===== src/sv/bhs_pkg.sv =====
// Shared types, constants and helpers for the bilinear height-map sampler.
// No dependencies; imported by every module of the block but bhs_ram.
package bhs_pkg;

    localparam int MAP_WIDTH  = 160;
    localparam int MAP_HEIGHT = 120;
    localparam int MAP_MAX    = (MAP_WIDTH > MAP_HEIGHT) ? MAP_WIDTH : MAP_HEIGHT;

    // Texel coordinate width, wide enough for either axis
    localparam int COORD_W = $clog2(MAP_MAX);

    localparam logic [COORD_W-1:0] COL_LAST = COORD_W'(MAP_WIDTH - 1);
    localparam logic [COORD_W-1:0] ROW_LAST = COORD_W'(MAP_HEIGHT - 1);

    // Four banks split by column parity and row parity
    localparam int NUM_BANKS  = 4;
    localparam int BANK_COLS  = (MAP_WIDTH + 1) / 2;
    localparam int BANK_ROWS  = (MAP_HEIGHT + 1) / 2;
    localparam int BANK_DEPTH = BANK_COLS * BANK_ROWS;
    localparam int BANK_AW    = (BANK_DEPTH > 1) ? $clog2(BANK_DEPTH) : 1;

    // Field widths
    localparam int POS_W    = 24;
    localparam int SCALE_W  = 20;
    localparam int PROD_W   = POS_W + SCALE_W;
    localparam int WHOLE_W  = PROD_W - 24;
    localparam int FRAC_W   = 8;
    localparam int TEXEL_W  = 8;
    localparam int COL_W    = 8;
    localparam int ROW_W    = 7;
    localparam int HEIGHT_W = 17;

    localparam logic [SCALE_W-1:0] SCALE_RESET = 20'd65536;

    // Configuration register indexes
    localparam int CFG_IDX_W = 4;
    localparam logic [CFG_IDX_W-1:0] CFG_SCALE_X = 4'd0;
    localparam logic [CFG_IDX_W-1:0] CFG_SCALE_Y = 4'd1;

    // Opcodes
    localparam logic OP_LOAD   = 1'b0;
    localparam logic OP_SAMPLE = 1'b1;

    // Division by 255: floor(2^32 / 255), exact after one correction step
    localparam logic [23:0]          HEIGHT_MAX  = 24'd255;
    localparam logic [23:0]          ROUND_HALF  = 24'd127;
    localparam logic [24:0]          RECIP_255   = 25'h1010101;
    localparam int                   RECIP_SHIFT = 32;
    localparam logic [HEIGHT_W-1:0]  HEIGHT_ONE  = 17'd65536;

    typedef struct packed {
        logic [COORD_W-1:0] lo;
        logic [COORD_W-1:0] hi;
        logic [FRAC_W-1:0]  frac;
    } coord_t;

    typedef struct packed {
        logic               valid;
        logic [FRAC_W-1:0]  fx;
        logic [FRAC_W-1:0]  fy;
        logic [TEXEL_W-1:0] z11;
        logic [TEXEL_W-1:0] z21;
        logic [TEXEL_W-1:0] z12;
        logic [TEXEL_W-1:0] z22;
    } blend_in_t;

    function automatic logic [BANK_AW-1:0] bank_addr(input logic [COORD_W-1:0] col,
                                                     input logic [COORD_W-1:0] row);
        logic [2*COORD_W-1:0] full;
        full = (2*COORD_W)'(row >> 1) * (2*COORD_W)'(BANK_COLS)
             + (2*COORD_W)'(col >> 1);
        return full[BANK_AW-1:0];
    endfunction

endpackage


===== src/sv/bhs_blend.sv =====
// Bilinear blend of four texels and rounded division by 255.
// Four register stages, the last being the output register. Depends on bhs_pkg.
module bhs_blend
    import bhs_pkg::*;
(
    input  logic                clk,
    input  logic                rst_n,
    input  logic                en,
    input  blend_in_t           blend_in,
    output logic                out_valid,
    output logic [HEIGHT_W-1:0] height
);

    // stage 4: row blends
    logic                v4_reg;
    logic [FRAC_W-1:0]   fy4_reg;
    logic [15:0]         r1_reg, r1_next;
    logic [15:0]         r2_reg, r2_next;
    logic [8:0]          inv_x, inv_y;
    // stage 5: column blend
    logic                v5_reg;
    logic [23:0]         z_reg, z_next;
    // stage 6: reciprocal estimate
    logic                v6_reg;
    logic [23:0]         n_reg, n_next;
    logic [48:0]         q_prod;
    logic [HEIGHT_W-1:0] qest_reg, qest_next;
    // stage 7: correction
    logic                v7_reg;
    logic [24:0]         rem;
    logic [HEIGHT_W-1:0] height_reg, height_next;

    assign inv_x   = 9'd256 - 9'(blend_in.fx);
    assign r1_next = 16'(17'(inv_x) * 17'(blend_in.z11) + 17'(blend_in.fx) * 17'(blend_in.z21));
    assign r2_next = 16'(17'(inv_x) * 17'(blend_in.z12) + 17'(blend_in.fx) * 17'(blend_in.z22));

    assign inv_y  = 9'd256 - 9'(fy4_reg);
    assign z_next = 24'(25'(inv_y) * 25'(r1_reg) + 25'(fy4_reg) * 25'(r2_reg));

    assign n_next    = z_reg + ROUND_HALF;
    assign q_prod    = 49'(n_next) * 49'(RECIP_255);
    assign qest_next = q_prod[RECIP_SHIFT +: HEIGHT_W];

    // estimate is exact or one low
    assign rem         = 25'(n_reg) - {qest_reg, 8'b0} + 25'(qest_reg);
    assign height_next = (rem >= 25'(HEIGHT_MAX)) ? qest_reg + 1'b1 : qest_reg;

    always_ff @(posedge clk or negedge rst_n)
    begin
        if (!rst_n)
        begin
            v4_reg <= 1'b0;
            v5_reg <= 1'b0;
            v6_reg <= 1'b0;
            v7_reg <= 1'b0;
        end
        else if (en)
        begin
            v4_reg <= blend_in.valid;
            v5_reg <= v4_reg;
            v6_reg <= v5_reg;
            v7_reg <= v6_reg;
        end
    end

    always_ff @(posedge clk)
    begin
        if (en)
        begin
            fy4_reg    <= blend_in.fy;
            r1_reg     <= r1_next;
            r2_reg     <= r2_next;
            z_reg      <= z_next;
            n_reg      <= n_next;
            qest_reg   <= qest_next;
            height_reg <= height_next;
        end
    end

    assign out_valid = v7_reg;
    assign height    = height_reg;

endmodule

===== config.mk =====
export PLATFORM = sky130hd
export DESIGN_NAME = bhs_blend
export DESIGN_NICKNAME = d
export VERILOG_FILES = /design/src/sv/bhs_pkg.sv /design/src/sv/bhs_blend.sv
export SDC_FILE = /design/constraint.sdc
export NUM_CORES = 2
export LEC_CHECK = 0
export BUFFER_PORTS_ARGS = -buffer_cell sky130_fd_sc_hd__buf_2
export CORE_MARGIN = 2
export CORE_UTILIZATION = 40
export CTS_CLUSTER_SIZE = 20
export DETAILED_ROUTE_END_ITERATION = 8
export SLEW_MARGIN = 20
export SYNTH_ARGS = -nofsm -noshare
export SYNTH_HDL_FRONTEND = slang
export SYNTH_SLANG_ARGS = --single-unit

===== constraint.sdc =====
create_clock -name clk -period 7.2 [get_ports clk]
set_input_delay 0.72 -clock clk [delete_from_list [all_inputs] [get_ports clk]]
set_output_delay 0.72 -clock clk [all_outputs]
set_load 0.02 [all_outputs]

==> Yosys cells after proc, flatten, opt, wreduce, memory -nomap -nowiden <==
Cells that the tools add are included.
{ "word_totals": {"regBits": 126, "word_cells": 29} }
{ "classes": {"add_sub_neg": 9, "n_mul": 7, "magnitude_cmp": 1, "muxes": 1} }
{ "op_table": {"columns": ["operator", "count"], "rows": [
  ["$mul A24 B25 Y49 const B", 1],
  ["$add A16 B16 Y16", 2],
  ["$mul A8 B8 Y16", 2],
  ["$mul A9 B8 Y16", 2],
  ["$add A25 B17 Y25", 1],
  ["$ge A25 B8 Y1 const B", 1],
  ["$sub A24 B25 Y25", 1],
  ["$add A24 B24 Y24", 1],
  ["$add A24 B7 Y24 const B", 1],
  ["$mul A8 B16 Y24", 1],
  ["$mul A9 B16 Y24", 1],
  ["$sub A9 B8 Y9 const A", 2],
  ["$add A17 B1 Y17 const B", 1],
  ["$mux W17", 1]
]} }

==> Longest topological paths before layout <==
{ "depth": {"ltp_word": 4, "mapped_depth": 30, "ltp_nobuf": 28} }

==> Worst setup path before layout <==
Ideal clock, no wire load.
{ "synth_path": {"path_type": "input port to flip-flop", "startpoint": "input blend_in[43] (netlist name)", "endpoint": "register r2_reg[15] (data pin)", "t_arrival_ns": 6.962, "slack_ns": -0.022, "path_stages": 24, "path_cell_list": "clkbuf_1 > nor2_1 > nand2_1 > or3_1 > xor2_1 > clkbuf_1 > nand2_1 > fa_1 > inv_1 > fa_1 > fa_1 > fa_1 > inv_1 > fa_1 > fa_1 > inv_1 > ha_1 > nor2b_1 > o21a_1 > o31a_1 > or4_1 > a31o_2 > a21oi_1 > xnor2_1"} }
{ "synth_between": {"elab_chain_len": 3} }
{ "synth_lines": {"columns": ["item", "line", "rtl"], "rows": [
  ["from (decl)", "bhs_blend.sv:9", "input blend_in_t blend_in,"],
  ["$sub A9 B8 Y9", "bhs_blend.sv:33", "assign inv_x = 9'd256 - 9'(blend_in.fx);"],
  ["$mul A9 B8 Y16", "bhs_blend.sv:35", "assign r2_next = 16'(17'(inv_x) * 17'(blend_in.z12) + 17'(blend_in.fx) * 17'(blend_in.z22));"],
  ["$add A16 B16 Y16 *", "bhs_blend.sv:35", null],
  ["via r2_next[15]", "bhs_blend.sv:18", "logic [15:0] r2_reg, r2_next;"],
  ["to (signal assigned)", "bhs_blend.sv:72", "r2_reg <= r2_next;"],
  ["to (decl)", "bhs_blend.sv:18", null]
]} }
Mark *: on every way through the listed nets, which the timed path passes. The rest lies on a longest branch.
A chain may end at the register's enable or synchronous reset.

==> Worst setup path after layout <==
{ "layout_path": {"startpoint": "register fy4_reg[4]", "endpoint": "register z_reg[22] (data pin)"} }
{ "layout_between": {"elab_chain_len": 3} }
{ "layout_lines": {"columns": ["item", "line", "rtl"], "rows": [
  ["from (decl)", "bhs_blend.sv:16", "logic [FRAC_W-1:0] fy4_reg;"],
  ["from (signal assigned)", "bhs_blend.sv:70", "fy4_reg <= blend_in.fy;"],
  ["$sub A9 B8 Y9", "bhs_blend.sv:37", "assign inv_y = 9'd256 - 9'(fy4_reg);"],
  ["$mul A9 B16 Y24", "bhs_blend.sv:38", "assign z_next = 24'(25'(inv_y) * 25'(r1_reg) + 25'(fy4_reg) * 25'(r2_reg));"],
  ["$add A24 B24 Y24 *", "bhs_blend.sv:38", null],
  ["via z_next[22]", "bhs_blend.sv:22", "logic [23:0] z_reg, z_next;"],
  ["to (signal assigned)", "bhs_blend.sv:73", "z_reg <= z_next;"],
  ["to (decl)", "bhs_blend.sv:22", null]
]} }
Marks and branches as above.

==> impl_metrics.ini <==
[synth]
synth_top_area_cell = fa_1
syn_nets = 3581
ys_top_cells_by_count = inv_1 (627), fa_1 (441), ha_1 (352), nand2_1 (308), and2_1 (300)
ys_ff_latch = 126
syn_area_sq_um = 26140
synth_edf_count = 122
synth_cells = 2736
synth_most_common_cell = inv_1
yosys.cell_types.count = 65
ys_top_cells_by_area = fa_1 (34%), ha_1 (17%), edfxtp_1 (14%), inv_1 (9.0%), and2_1 (7.2%)
yosys.area.top_type_share = 0.3378
ys_async_sr_fraction = 0.03175
yosys_warnings = 0
synth_ff_type = edfxtp_1
yosysSeqAreaShare = 0.1440
syn_avg_cell_area_sq_um = 9.554

[global_route]
grt_pass1_vias = 19500
grt_usage = 0.1847
grt_max_degree = 87
grt_pass1_wl_um = 99330
overflow = 0
antenna_found_initial = 0

[sta]
finalMaxSlewViolations = 0
fin_crit_ps = 7116
period_share = 0.9884
fin_skew_ps = 17.00
worst_slew_pin_slew_ps = 1106
fmax_ghz = 0.1405
hold_viol = 0
setup_violations = 0
rsz0062_at_grt = yes
final.setup.tns_ps = 0
layout_setup_ws_ps = 83.72
relSlewSlack = 0.2605

[routing]
drc = 0
first_pass_iters = 5
wl_per_cell_um = 16.22
drt_iter0_markers = 830
vias = 18360
viasPerCell = 4.976
routed_wl_um = 59840
postRouteAntennaNets = 0

[worst_setup_path]
end_kind = flop
cp_top_family = adder cells
crit_path_start_kind = flop
cp.depth = 27
slowest_stage = fa_1
critPathRequiredTime_ps = 7520
path_common_cell = fa_1
crit_type = reg2reg
rr_worst_depth = 27
critPathArrivalTime_ps = 7440
path_max_fanout = 4
critPathBufInv = 6
cp_slowest_stage_delay_ps = 530

[cells_and_area]
areaGrowthSynthToFinish_pct = 9.602
antenna_cells = 0
n_fill_cell = 6239
design_area_sq_um = 28650
final_core_utilization = 0.4436
drive_above_1_share = 0.07798
nNetsFinal = 3666

[min_path]
hp-class = in2async

[clock_network]
clkSlewWorstSetupHoldPaths_ps = 70
clock_latency_ps = 470
cts_tree = done
cts-root-buf = clkbuf_16
numCtsBuffers = 17
cts.sinks = 126
cts-htree-levels = 4
cts.path.max_buffers = 2

[die]
rows = 93
ios = 70
die_w_um = 259.6
die_area_sq_um = 67410
start_util = 0.4047
fp.coreArea_sq_um = 64580
die_y_um = 259.6

[placed_design]
place_area_sq_um = 27730
place.gp.congestion = 0.9001
io_buffers = 69
hpwl_um = 51150
pre_cts_slack_ps = -166.2

[run_status]
status = finished clean

[job]
maxCapViolations = 0
==> logic make-up (layout without fill, tap and decap cells) <==
kind of cell | count (synthesis) | after routing | share of synthesized area
multiplexers | 6 | 6 | 0.002537
flip-flops | 126 | 126 | 0.1440
adder cells (fa/ha/maj) | 793 | 793 | 0.5062
AO/OA/AOI/OAI | 173 | 173 | 0.04466
XOR/XNOR | 135 | 135 | 0.04523
AND/OR/NAND/NOR | 803 | 803 | 0.1565
buffers and inverters | 700 | 798 | 0.1008
==> per-stage QoR <==
stage                     hold WS (ps)  cells
final                            60.98   3689
after global routing             46.17   3689
after CTS                        37.14   3680
after detailed placement         505.9   3645
after global placement           483.3   3645
after floorplan                  424.4   2736
==> repair_timing <==
item	in CTS	in global routing
gates resized for setup	11	42
hold buffers	0	0
endpoints found under the setup margin	3	9
pin swaps	5	41
setup buffers	3	9
cloned	0	0
==> layout make-up <==
cell class / count / area (sq um) / area share
sequential: 126 / 3764 / 0.1314
multi-input combinational: 1910 / 19960 / 0.6968
clock buffer: 17 / 425.4 / 0.01485
tap: 855 / 1070 / 0.03734
timing repair buffer: 139 / 912.1 / 0.03184
inverter: 627 / 2354 / 0.08215
clock inverter: 15 / 161.4 / 0.005634
==> routing by layer <==
layer,up-vias,wire (um),track usage
li1,8609,-,-
met1,9281,26430,0.2439
met2,385,30090,0.3231
met3,81,1943,0.01706
met4,0,1376,0.05204
met5,-,0,0
==> cells in the final DEF (no fill, tap or decap), types with 6 or more instances in the layout <==
cell type	n
a21o_1	19
a21oi_1	47
a31oi_1	9
and2_1	298
and3_1	7
buf_2	68
buf_4	64
clkbuf_16	17
edfxtp_1	122
fa_1	439
ha_1	346
inv_1	620
inv_2	7
inv_8	7
nand2_1	305
nand2b_1	9
nand3_1	13
nand4_1	14
nor2_1	65
nor2b_1	12
nor3_1	29
nor4_1	11
o211ai_1	8
o21a_1	13
o21ai_0	22
o21ai_1	7
o21bai_1	6
xnor2_1	97
xor2_1	34
==> worst paths after layout <==
path | slack [ps] | startpoint | end
worst max-delay path | 80 | fy4_reg[4] | z_reg[22]
worst min-delay path | 60 | rst_n | out_valid
worst max register to register | 80 | fy4_reg[4] | z_reg[22]
worst min register to register | 510 | v5_reg | v6_reg
max in group asynchronous | 7020 | rst_n | v5_reg
min in group clk | 450 | blend_in[38] | fy4_reg[6]
Power is left out: the tool's default activity adds up to more than one toggle a clock period on the data nets, which glitch-free logic cannot reach.
