[src/sv/bhs_pkg.sv]
// Shared types, constants and helpers for the bilinear height-map sampler.
// No dependencies; imported by every module of the block but bhs_ram.
package bhs_pkg;

    localparam int MAP_WIDTH  = 160;
    localparam int MAP_HEIGHT = 120;
    localparam int MAP_MAX    = (MAP_WIDTH > MAP_HEIGHT) ? MAP_WIDTH : MAP_HEIGHT;

    // Texel coordinate width, wide enough for either axis
    localparam int COORD_W = $clog2(MAP_MAX);

    localparam logic [COORD_W-1:0] COL_LAST = COORD_W'(MAP_WIDTH - 1);
    localparam logic [COORD_W-1:0] ROW_LAST = COORD_W'(MAP_HEIGHT - 1);

    // Four banks split by column parity and row parity
    localparam int NUM_BANKS  = 4;
    localparam int BANK_COLS  = (MAP_WIDTH + 1) / 2;
    localparam int BANK_ROWS  = (MAP_HEIGHT + 1) / 2;
    localparam int BANK_DEPTH = BANK_COLS * BANK_ROWS;
    localparam int BANK_AW    = (BANK_DEPTH > 1) ? $clog2(BANK_DEPTH) : 1;

    // Field widths
    localparam int POS_W    = 24;
    localparam int SCALE_W  = 20;
    localparam int PROD_W   = POS_W + SCALE_W;
    localparam int WHOLE_W  = PROD_W - 24;
    localparam int FRAC_W   = 8;
    localparam int TEXEL_W  = 8;
    localparam int COL_W    = 8;
    localparam int ROW_W    = 7;
    localparam int HEIGHT_W = 17;

    localparam logic [SCALE_W-1:0] SCALE_RESET = 20'd65536;

    // Configuration register indexes
    localparam int CFG_IDX_W = 4;
    localparam logic [CFG_IDX_W-1:0] CFG_SCALE_X = 4'd0;
    localparam logic [CFG_IDX_W-1:0] CFG_SCALE_Y = 4'd1;

    // Opcodes
    localparam logic OP_LOAD   = 1'b0;
    localparam logic OP_SAMPLE = 1'b1;

    // Division by 255: floor(2^32 / 255), exact after one correction step
    localparam logic [23:0]          HEIGHT_MAX  = 24'd255;
    localparam logic [23:0]          ROUND_HALF  = 24'd127;
    localparam logic [24:0]          RECIP_255   = 25'h1010101;
    localparam int                   RECIP_SHIFT = 32;
    localparam logic [HEIGHT_W-1:0]  HEIGHT_ONE  = 17'd65536;

    typedef struct packed {
        logic [COORD_W-1:0] lo;
        logic [COORD_W-1:0] hi;
        logic [FRAC_W-1:0]  frac;
    } coord_t;

    typedef struct packed {
        logic               valid;
        logic [FRAC_W-1:0]  fx;
        logic [FRAC_W-1:0]  fy;
        logic [TEXEL_W-1:0] z11;
        logic [TEXEL_W-1:0] z21;
        logic [TEXEL_W-1:0] z12;
        logic [TEXEL_W-1:0] z22;
    } blend_in_t;

    function automatic logic [BANK_AW-1:0] bank_addr(input logic [COORD_W-1:0] col,
                                                     input logic [COORD_W-1:0] row);
        logic [2*COORD_W-1:0] full;
        full = (2*COORD_W)'(row >> 1) * (2*COORD_W)'(BANK_COLS)
             + (2*COORD_W)'(col >> 1);
        return full[BANK_AW-1:0];
    endfunction

endpackage

[src/sv/bhs_coord.sv]
// One axis of world-to-texel mapping: scale multiply, then clamp and fraction.
// Two register stages. Depends on bhs_pkg.
module bhs_coord
    import bhs_pkg::*;
(
    input  logic               clk,
    input  logic               en,
    input  logic [POS_W-1:0]   pos,
    input  logic [SCALE_W-1:0] scale,
    input  logic [COORD_W-1:0] last,
    output coord_t             coord
);

    logic [PROD_W-1:0]  prod_reg;
    logic [PROD_W-1:0]  prod_next;
    logic [WHOLE_W-1:0] whole;
    coord_t             coord_reg;
    coord_t             coord_next;

    assign prod_next = PROD_W'(pos) * PROD_W'(scale);
    assign whole     = prod_reg[PROD_W-1:24];

    always_comb
    begin
        coord_next.lo   = (whole > WHOLE_W'(last)) ? last : whole[COORD_W-1:0];
        coord_next.hi   = (coord_next.lo == last) ? last : coord_next.lo + 1'b1;
        coord_next.frac = prod_reg[23:16];
    end

    always_ff @(posedge clk)
    begin
        if (en)
        begin
            prod_reg  <= prod_next;
            coord_reg <= coord_next;
        end
    end

    assign coord = coord_reg;

endmodule

[config.mk]
export PLATFORM = sky130hd
export DESIGN_NAME = bhs_coord
export DESIGN_NICKNAME = d
export VERILOG_FILES = /design/src/sv/bhs_pkg.sv /design/src/sv/bhs_coord.sv
export SDC_FILE = /design/constraint.sdc
export NUM_CORES = 1
export LEC_CHECK = 0
export BUFFER_PORTS_ARGS = -buffer_cell sky130_fd_sc_hd__buf_2
export CORE_MARGIN = 2
export CORE_UTILIZATION = 46
export DETAILED_ROUTE_END_ITERATION = 16
export PLACE_DENSITY = 0.59
export SYNTH_ARGS = -nofsm -noshare
export SYNTH_HDL_FRONTEND = slang
export SYNTH_SLANG_ARGS = --single-unit
[constraint.sdc]
create_clock -name clk -period 10.4 [get_ports clk]
set_input_delay 0.52 -clock clk [delete_from_list [all_inputs] [get_ports clk]]
set_output_delay 0.52 -clock clk [all_outputs]
set_load 0.01 [all_outputs]
# After elaboration in Yosys (flattened, before gate mapping)
# Cells that the tools add are included.
[totals]
register_bits = 68
elab_cells = 10
output_inout_bits = 24
in_bits = 54
[op_classes]
n_addsub = 1
muxes = 2
n_eq_ne = 1
magnitude_cmp = 1
mul = 1
[ops]
columns = ["operator", "n"]
rows = [
  ["$mul 24x20->44", 1],
  ["$gt 20x8->1", 1],
  ["$mux 8", 2],
  ["$add 8x1->8 const B", 1],
  ["$eq 8x8->1", 1],
]

# Logic depth before layout (Yosys ltp)
# Gate-level depths: netlist of run 1.
[depth]
depth_word = 4
depth_mapped = 26
depth_no_buf = 25

# Least setup slack after synthesis of run 1
# OpenSTA, ideal clock, no wires.
[synth_timing]
path_type = "input-to-reg"
startpoint = "input scale[5]"
endpoint = "register prod_reg[31] (data pin)"
arrival_ns = 6.286
setup_slack_ns = 3.856
t_required_ns = 10.142
cell_stages = 22
path_buffers = 1
setup_time_ns = 0.258
cell_sequence = "clkbuf_1 -> and2_1 -> fa_1 -> inv_1 -> fa_1 -> inv_1 -> fa_1 -> inv_1 -> fa_1 -> fa_1 -> fa_1 -> fa_1 -> inv_1 -> ha_1 -> a211o_1 -> a211oi_1 -> a21oi_1 -> o21bai_2 -> nand2_1 -> o41a_1 -> a21oi_1 -> xnor2_1"
[synth_between]
elab_chain_len = 1
[synth_rtl]
columns = ["element", "line", "text"]
rows = [
  ["from (decl)", "bhs_coord.sv:9", "input logic [SCALE_W-1:0] scale,"],
  ["$mul 24x20->44", "bhs_coord.sv:20", "assign prod_next = PROD_W'(pos) * PROD_W'(scale);"],
  ["named net prod_next[31]", "bhs_coord.sv:15", "logic [PROD_W-1:0] prod_next;"],
  ["to (signal assigned)", "bhs_coord.sv:34", "prod_reg <= prod_next;"],
  ["to (decl)", "bhs_coord.sv:14", "logic [PROD_W-1:0] prod_reg;"],
]
# The timed path passes the listed nets, and every way through them passes these cells.
# A chain may end at the register's enable or synchronous reset.

# Final worst setup path of run 1
[layout_timing]
startpoint = "input scale[5]"
endpoint = "register prod_reg[37] (data pin)"
# Same word-level chain as after synthesis.

==> results of run 1 <==
kinds of logic (layout without fill, tap and decap cells):
| family | after synthesis | count (layout) | share of synthesized area |
|---|---|---|---|
| buffers and inverters | 520 | 514 | 0.111 |
| XOR/XNOR | 43 | 43 | 0.0215 |
| multiplexers | 7 | 7 | 0.00435 |
| AND/OR/NAND/NOR | 578 | 578 | 0.164 |
| flip-flops | 52 | 52 | 0.0890 |
| AO/OA/AOI/OAI | 125 | 125 | 0.0488 |
| adder cells (fa/ha/maj) | 552 | 552 | 0.561 |
per-layer routing:
metal / vias to the layer above / GRT usage / wire length, um
met2: 278 / 0.432 / 23200
met5: - / 0 / 0
met1: 6446 / 0.295 / 17400
met3: 58 / 0.0191 / 1680
met4: 0 / 0.0564 / 1140
li1: 5555 / - / -
stage by stage:
step	cells	hold slack, ns	area, sq um	worst slack (ns)
finish	2382	0.419	18400	3.37
floorplan	1877	0.400	17500	3.86
detailed placement	2374	0.405	18200	3.08
CTS	2382	0.422	18400	3.39
global route	2382	0.435	18400	3.08
global placement	2374	0.404	18200	3.16
final cells by class:
| class | count | area [sq um] |
|---|---|---|
| Fill cell | 3648 | 19200 |
| Multi-Input combinational cell | 1305 | 14000 |
| Inverter | 427 | 1600 |
| Sequential cell | 52 | 1560 |
| Tap cell | 511 | 639 |
| Timing Repair Buffer | 79 | 400 |
| Clock buffer | 5 | 125 |
| Clock inverter | 3 | 42.5 |
Yosys cell counts (all sizes together), types with 11 or more instances:
master  count
a21o       15
a21oi      37
and2      240
clkbuf     89
edfxtp     52
fa        391
ha        161
inv       427
nand2     275
nand3      13
nand4      11
nor2       19
o21ai      26
xnor2      23
xor2       20
final timing paths:
kind                            slack (ns)      endpoint  depth (start not counted)          from
worst max-delay path                  3.37  prod_reg[37]                         22      scale[5]
worst min-delay path                  0.42      coord[1]                          0  prod_reg[17]
worst max register to register        6.86     coord[12]                         13  prod_reg[25]
worst min register to register        0.42      coord[1]                          0  prod_reg[17]
==> qor.yml, run 1 <==
outcome:
  outcome: "finished clean"
route:
  vias: 12300
  dr.pass1.iters: 5
  drt_iter0_markers: 613
  drt_wl_total_um: 43400
  wl_per_cell_um: 18.2
  via_per_inst: 5.18
  drcViolationCount: 0
  ant_nets: 0
cts:
  path_clk_slew_ns: 0.07
  root_buffer: "clkbuf_16"
  cts_max_level: 2
  max-clock-path-buffers: 2
  postCtsHoldBufs: 0
  cts_tree: "yes"
  cts_setup_buffers: 0
  insertion_delay_ns: 0.29
  cts_buffers: 5
  cts_resized: 0
  cts.sinks: 52
floorplanning:
  core_sq_um: 37600
  die_y_um: 199
  die_w_um: 199
  ios: 78
  num_rows: 71
  die_area_sq_um: 39700
  initial_core_util: 0.467
critical_path:
  path_cells: "buf_2, and2_1, fa_1, inv_1, fa_1, fa_1, inv_1, fa_1, fa_1, fa_1, inv_1, fa_1, inv_1, ha_1, nand2_1, nor2_1, nand4_1, or4_4, a31oi_2, o21ai_0, a211oi_1, a311oi_2"
  crit_fanout: 24
  worstPathRequired_ns: 10.43
  max_stage_delay_ns: 0.55
  arrival_ns: 7.06
  critPathSlowestCell: "fa_1"
  cp-end-kind: "flip-flop"
  worstSetupPathType: "in2reg"
  crit_top_cell: "fa_1"
  startpoint_type: "primary input"
  cp_top_family: "adder cells"
  crit_buf_inv: 5
logic_synthesis:
  synth_top_area_frac: 0.446
  syn_inst: 1877
  ys_seq_elements: 52
  synth.area.top_cells: "fa_1 (45%), ha_1 (11%), inv_1 (9.1%)"
  ys.flop_type: "edfxtp_1"
  syn-num-nets: 2483
  netlist_area_sq_um: 17500
  yosysSeqAreaShare: 0.0890
  synth_warnings: 0
  yosys.area.top_type: "fa_1"
  synth.distinct_cells: 55
  synth_edf_count: 52
  avgSynthCellArea_sq_um: 9.34
  async_flop_share: 0
layout:
  diodes: 0
  layout_commonest_cell: "inv_1"
  final_util: 0.490
  drive_gt1_frac: 0.0561
  area_delta_synth_final_pct: 4.88
  largest_reg_flops: 28
  fin_nets: 2476
  layout_common_cells: "inv_1 (427), fa_1 (391), nand2_1 (275), and2_1 (240), ha_1 (161)"
sta:
  min_period_ns: 7.03
  clock.fmax_ghz: 0.142
  setup_viol: 0
  clock-skew-final_ns: 0.00767
  min_period_over_period: 0.676
  worst_pin_slew_ns: 0.937
  slew_headroom: 0.372
  hold_viol: 0
  rsz0062_at_grt: "no"
  setup_tns_ns: 0
  maxSlewViolCount: 0
global_routing:
  grt_pass1_vias: 13500
  globalRouteOverflowTotal: 0
  antenna_found_initial: 0
  grt_usage: 0.234
  grt_max_degree: 53
  grt_pass1_wl_um: 71100
placement:
  place_hpwl_um: 33500
  routabilityCongestion: 0.831
  io_buffers: 77
worst_hold_path:
  hp-class: "reg2reg"
job:
  max_cap_viol_count: 0
Power of run 1 is not shown: default switching activity piles up to over one toggle a cycle in this logic, so the estimate is an artifact.
==> run 2, diff against run 1 <==
- clock period: 10.4 -> 6.6 ns (I/O delays scaled with it)
==> run 2 against run 1 <==
Global-route usage shrank 0.40 points. Wire length shrank 2.2%. Final area grew 5.5%. Final cell count grew 5.4%. Sequential cell count is the same. Critical path depth is the same. Via count grew 1.6%. Worst hold slack gained 0.0027 ns.
==> qor.yml, run 2 (synthesis results as in run 1) <==
sta:
  min_period_ns: 6.39
  min_period_over_period: 0.968
  whs_ns: 0.422
  clock-skew-final_ns: 0.00792
  slew_headroom: 0.227
  setup_viol: 0
  worst_pin_slew_ns: 1.16
  clock.fmax_ghz: 0.156
  hold_viol: 0
  maxSlewViolCount: 0
  rsz0062_at_grt: "no"
  finalWorstSetupSlack_ns: 0.208
route:
  ant_nets: 0
  vias: 12500
  wl_per_cell_um: 16.9
  drt_iter0_markers: 508
  drt_wl_total_um: 42500
  dr.pass1.iters: 5
  via_per_inst: 5.00
  drcViolationCount: 0
worst_hold_path:
  hold_end: "coord[12]"
  min_path_cells: 2
  min-delay-start: "last[4]"
  hp-class: "in2reg"
layout:
  stdcell_area_sq_um: 19400
  layout_commonest_cell: "inv_1"
  layout_common_cells: "inv_1 (427), fa_1 (391), nand2_1 (275), and2_1 (240), ha_1 (161)"
  drive_gt1_frac: 0.117
  fin_nets: 2603
  final_util: 0.516
  fill_cells: 3584
  largest_reg_flops: 28
  area_delta_synth_final_pct: 10.7
critical_path:
  arrival_ns: 6.42
  cp-end-kind: "flip-flop"
  worstPathRequired_ns: 6.63
  r2r_slack_ns: 3.12
  crit_fanout: 8
  startpoint_type: "primary input"
  reg2reg_from: "prod_reg[25]"
  r2r_end: "coord[12]"
  worstSetupPathType: "in2reg"
  worstRegToRegCells: 13
floorplanning:
  num_rows: 71
  die_y_um: 199
  die_area_sq_um: 39700
  initial_core_util: 0.467
  die_w_um: 199
  ios: 78
  core_sq_um: 37600
job:
  max_cap_viol_count: 0
placement:
  place_hpwl_um: 37800
  pre_cts_ws_ns: -0.183
  io_buffers: 77
  place_area_sq_um: 19200
  routabilityCongestion: 0.888
cts:
  insertion_delay_ns: 0.29
  root_buffer: "clkbuf_16"
  cts.sinks: 52
  cts_max_level: 2
  max-clock-path-buffers: 2
  path_clk_slew_ns: 0.07
  cts_tree: "yes"
  cts_buffers: 5
global_routing:
  grt_usage: 0.230
  antenna_found_initial: 0
  grt_max_degree: 53
  grt_pass1_vias: 13600
  grt_pass1_wl_um: 70800
  globalRouteOverflowTotal: 0
outcome:
  outcome: "finished clean"
run 2: changes by cell type in the layout (fill, tap and decap cells not counted), sizes merged:
cell   delta
buf     +127
diode     +1
run 2: worst max path at each step:
| stage | startpoint | endpoint | slack, ns | cells past startpoint |
|---|---|---|---|---|
| 2_1_floorplan | scale[5] | prod_reg[31] | 0.25 | 22 |
| 3_3_place_gp | pos[11] | prod_reg[37] | -0.16 | 22 |
| 3_5_place_dp | pos[11] | prod_reg[37] | -0.18 | 22 |
| 4_1_cts | pos[11] | prod_reg[37] | 0.10 | 22 |
| 5_1_grt | scale[8] | prod_reg[42] | 0.002 | 26 |
| 6_report | pos[11] | prod_reg[37] | 0.21 | 22 |
run 2: final cells by class:
| cell class | instances | area, sq um | area share |
|---|---|---|---|
| antenna | 1 | 2.50 | 0.000129 |
| clock buffer | 5 | 125 | 0.00645 |
| clock inverter | 3 | 42.5 | 0.00219 |
| inverter | 427 | 1600 | 0.0826 |
| multi-input combinational | 1305 | 14000 | 0.723 |
| sequential | 52 | 1560 | 0.0805 |
| tap | 511 | 639 | 0.0329 |
| timing repair buffer | 206 | 1400 | 0.0723 |
run 2: what timing repair did:
action                     CTS  global route
gates resized for setup      0             3
buffers inserted             0             0
hold buffers                 0             0
setup endpoints to repair    0             6
run 2: layer usage:
layer  share of wire  track usage  routed length (um)  up-vias
met5               0            0                   0        -
met4           0.027       0.0591                1130        0
met3           0.033       0.0277                1400       64
met2            0.52        0.405               21900      248
met1            0.42        0.299               18000     6405
li1                -            -                   -     5823
run 2: critical path, cell delays in order:
cell and delay, ns:
buf_2 0.18, and2_1 0.18, fa_1 0.53, inv_1 0.05, fa_1 0.49, fa_1 0.54, inv_1 0.07, fa_1 0.57
fa_1 0.44, fa_1 0.50, inv_1 0.05, fa_1 0.48, inv_1 0.04, ha_1 0.34, nand2_1 0.10, nor2_2 0.18
nand4_1 0.17, or4_4 0.54, a31oi_2 0.22, o21ai_0 0.12, a211oi_1 0.25, a311oi_2 0.06
run 2: per-stage QoR:
step                      cells  TNS [ns]
after detailed placement   2501     -1.18
after global placement     2501    -0.689
after global routing       2509         0
final                      2510         0
after floorplan            1877         0
after CTS                  2509         0
Power of run 2 is left out for the same reason.
==> run 3, diff against run 2 <==
- BUFFER_PORTS_ARGS: -buffer_cell sky130_fd_sc_hd__buf_2 -> -buffer_cell sky130_fd_sc_hd__clkbuf_2
==> run 3 against run 2 <==
Clock skew down 0.0025 ns. Die area is the same. Worst hold slack got worse by 0.0019 ns. Register-to-register slack about the same. Sequential cell count unchanged. Critical path depth grew 3. Via count barely moved. Utilization grew 0.15 points. Fmax rose by 0.27%. Clock-buffer cell count is the same. Critical endpoint is now prod_reg[42]. Highest routed layer unchanged.
==> qor.yml, run 3 (synthesis results as in run 1) <==
outcome:
  outcome: "finished clean"
sta:
  min_period_ns: 6.37
  whs_ns: 0.420
  clock-skew-final_ns: 0.00543
  setup_viol: 0
  worst_pin_slew_ns: 0.797
  clock.fmax_ghz: 0.157
  min_period_over_period: 0.966
  slew_headroom: 0.467
  hold_viol: 0
  rsz0062_at_grt: "no"
  maxSlewViolCount: 0
critical_path:
  worstSetupPathType: "in2reg"
  critPathSlowestCell: "fa_1"
  arrival_ns: 6.42
  cp_top_family: "adder cells"
  reg2reg_from: "prod_reg[25]"
  cp-end-kind: "flip-flop"
  crit_buf_inv: 7
  crit_fanout: 9
  crit_top_cell: "fa_1"
  r2r_slack_ns: 3.13
  r2r_end: "coord[12]"
  worstRegToRegCells: 13
  startpoint_type: "primary input"
  worstPathRequired_ns: 6.65
  max_stage_delay_ns: 0.56
cts:
  cts_max_level: 2
  cts.sinks: 52
  root_buffer: "clkbuf_16"
  insertion_delay_ns: 0.29
  postCtsHoldBufs: 0
  max-clock-path-buffers: 2
  path_clk_slew_ns: 0.07
  cts_buffers: 5
  cts_tree: "yes"
route:
  drt_wl_total_um: 41000
  drt_iter0_markers: 513
  dr.pass1.iters: 5
  drcViolationCount: 0
  vias: 12500
  wl_per_cell_um: 16.3
  via_per_inst: 4.99
  ant_nets: 0
layout:
  layout_commonest_cell: "inv_1"
  largest_reg_flops: 28
  drive_gt1_frac: 0.121
  diodes: 0
  area_delta_synth_final_pct: 11.0
  final_util: 0.518
  layout_common_cells: "inv_1 (427), fa_1 (391), nand2_1 (275), and2_1 (240), ha_1 (160)"
  fin_nets: 2607
floorplanning:
  die_y_um: 199
  ios: 78
  num_rows: 71
  initial_core_util: 0.467
  die_area_sq_um: 39700
  die_w_um: 199
  core_sq_um: 37600
worst_hold_path:
  min_path_cells: 0
  min-delay-start: "prod_reg[17]"
  hp-class: "reg2reg"
  hold_end: "coord[1]"
placement:
  io_buffers: 77
  routabilityCongestion: 0.865
  place_hpwl_um: 36300
job:
  max_cap_viol_count: 0
global_routing:
  grt_usage: 0.222
  grt_max_degree: 53
  grt_pass1_wl_um: 69300
  globalRouteOverflowTotal: 0
  grt_pass1_vias: 13800
  antenna_found_initial: 0
[run 3: changes by cell type in the layout (fill, tap and decap cells not counted), sizes merged]
| cell | before | now |
|---|---|---|
| inv | 427 | 429 |
| clkbuf | 5 | 76 |
| buf | 206 | 139 |
| clkinv | 2 | 1 |
| diode | 1 | 0 |
| bufinv | 1 | 0 |
[run 3: final cells by class]
type | count | area, sq um
timing repair buffer | 210 | 1440
inverter | 427 | 1600
clock buffer | 5 | 125
clock inverter | 3 | 21.3
tap | 511 | 639
fill | 3487 | 18100
sequential | 52 | 1560
multi-input combinational | 1305 | 14100
[run 3: worst max path at each step]
stage	start	endpoint	slack, ns	cells after the start
6_report	pos[8]	prod_reg[42]	0.23	25
3_5_place_dp	pos[11]	prod_reg[37]	-0.22	22
2_1_floorplan	scale[5]	prod_reg[31]	0.25	22
4_1_cts	pos[11]	prod_reg[37]	0.06	22
3_3_place_gp	pos[11]	prod_reg[37]	-0.19	22
5_1_grt	pos[10]	prod_reg[37]	0.0007	24
[run 3: layer usage]
metal	track usage	wire [um]	share of wire
met2	0.404	21400	0.52
met3	0.0219	1550	0.038
met1	0.287	17100	0.42
met4	0.0470	997	0.024
met5	0	0	0
[run 3: what timing repair did]
action / 4_1_cts / 5_1_grt
resized for setup: 0 / 21
setup endpoints to repair: 0 / 11
buffers inserted: 0 / 0
[run 3: through the flow]
step | TNS, ns | cells | area [sq um] | setup WS, ns
6_report | 0 | 2513 | 19500 | 0.225
5_1_grt | 0 | 2513 | 19500 | 0.000720
4_1_cts | 0 | 2513 | 19400 | 0.0607
3_5_place_dp | -1.77 | 2505 | 19200 | -0.221
3_3_place_gp | -1.46 | 2505 | 19200 | -0.186
2_1_floorplan | 0 | 1877 | 17500 | 0.246
Power of run 3 is left out for the same reason.
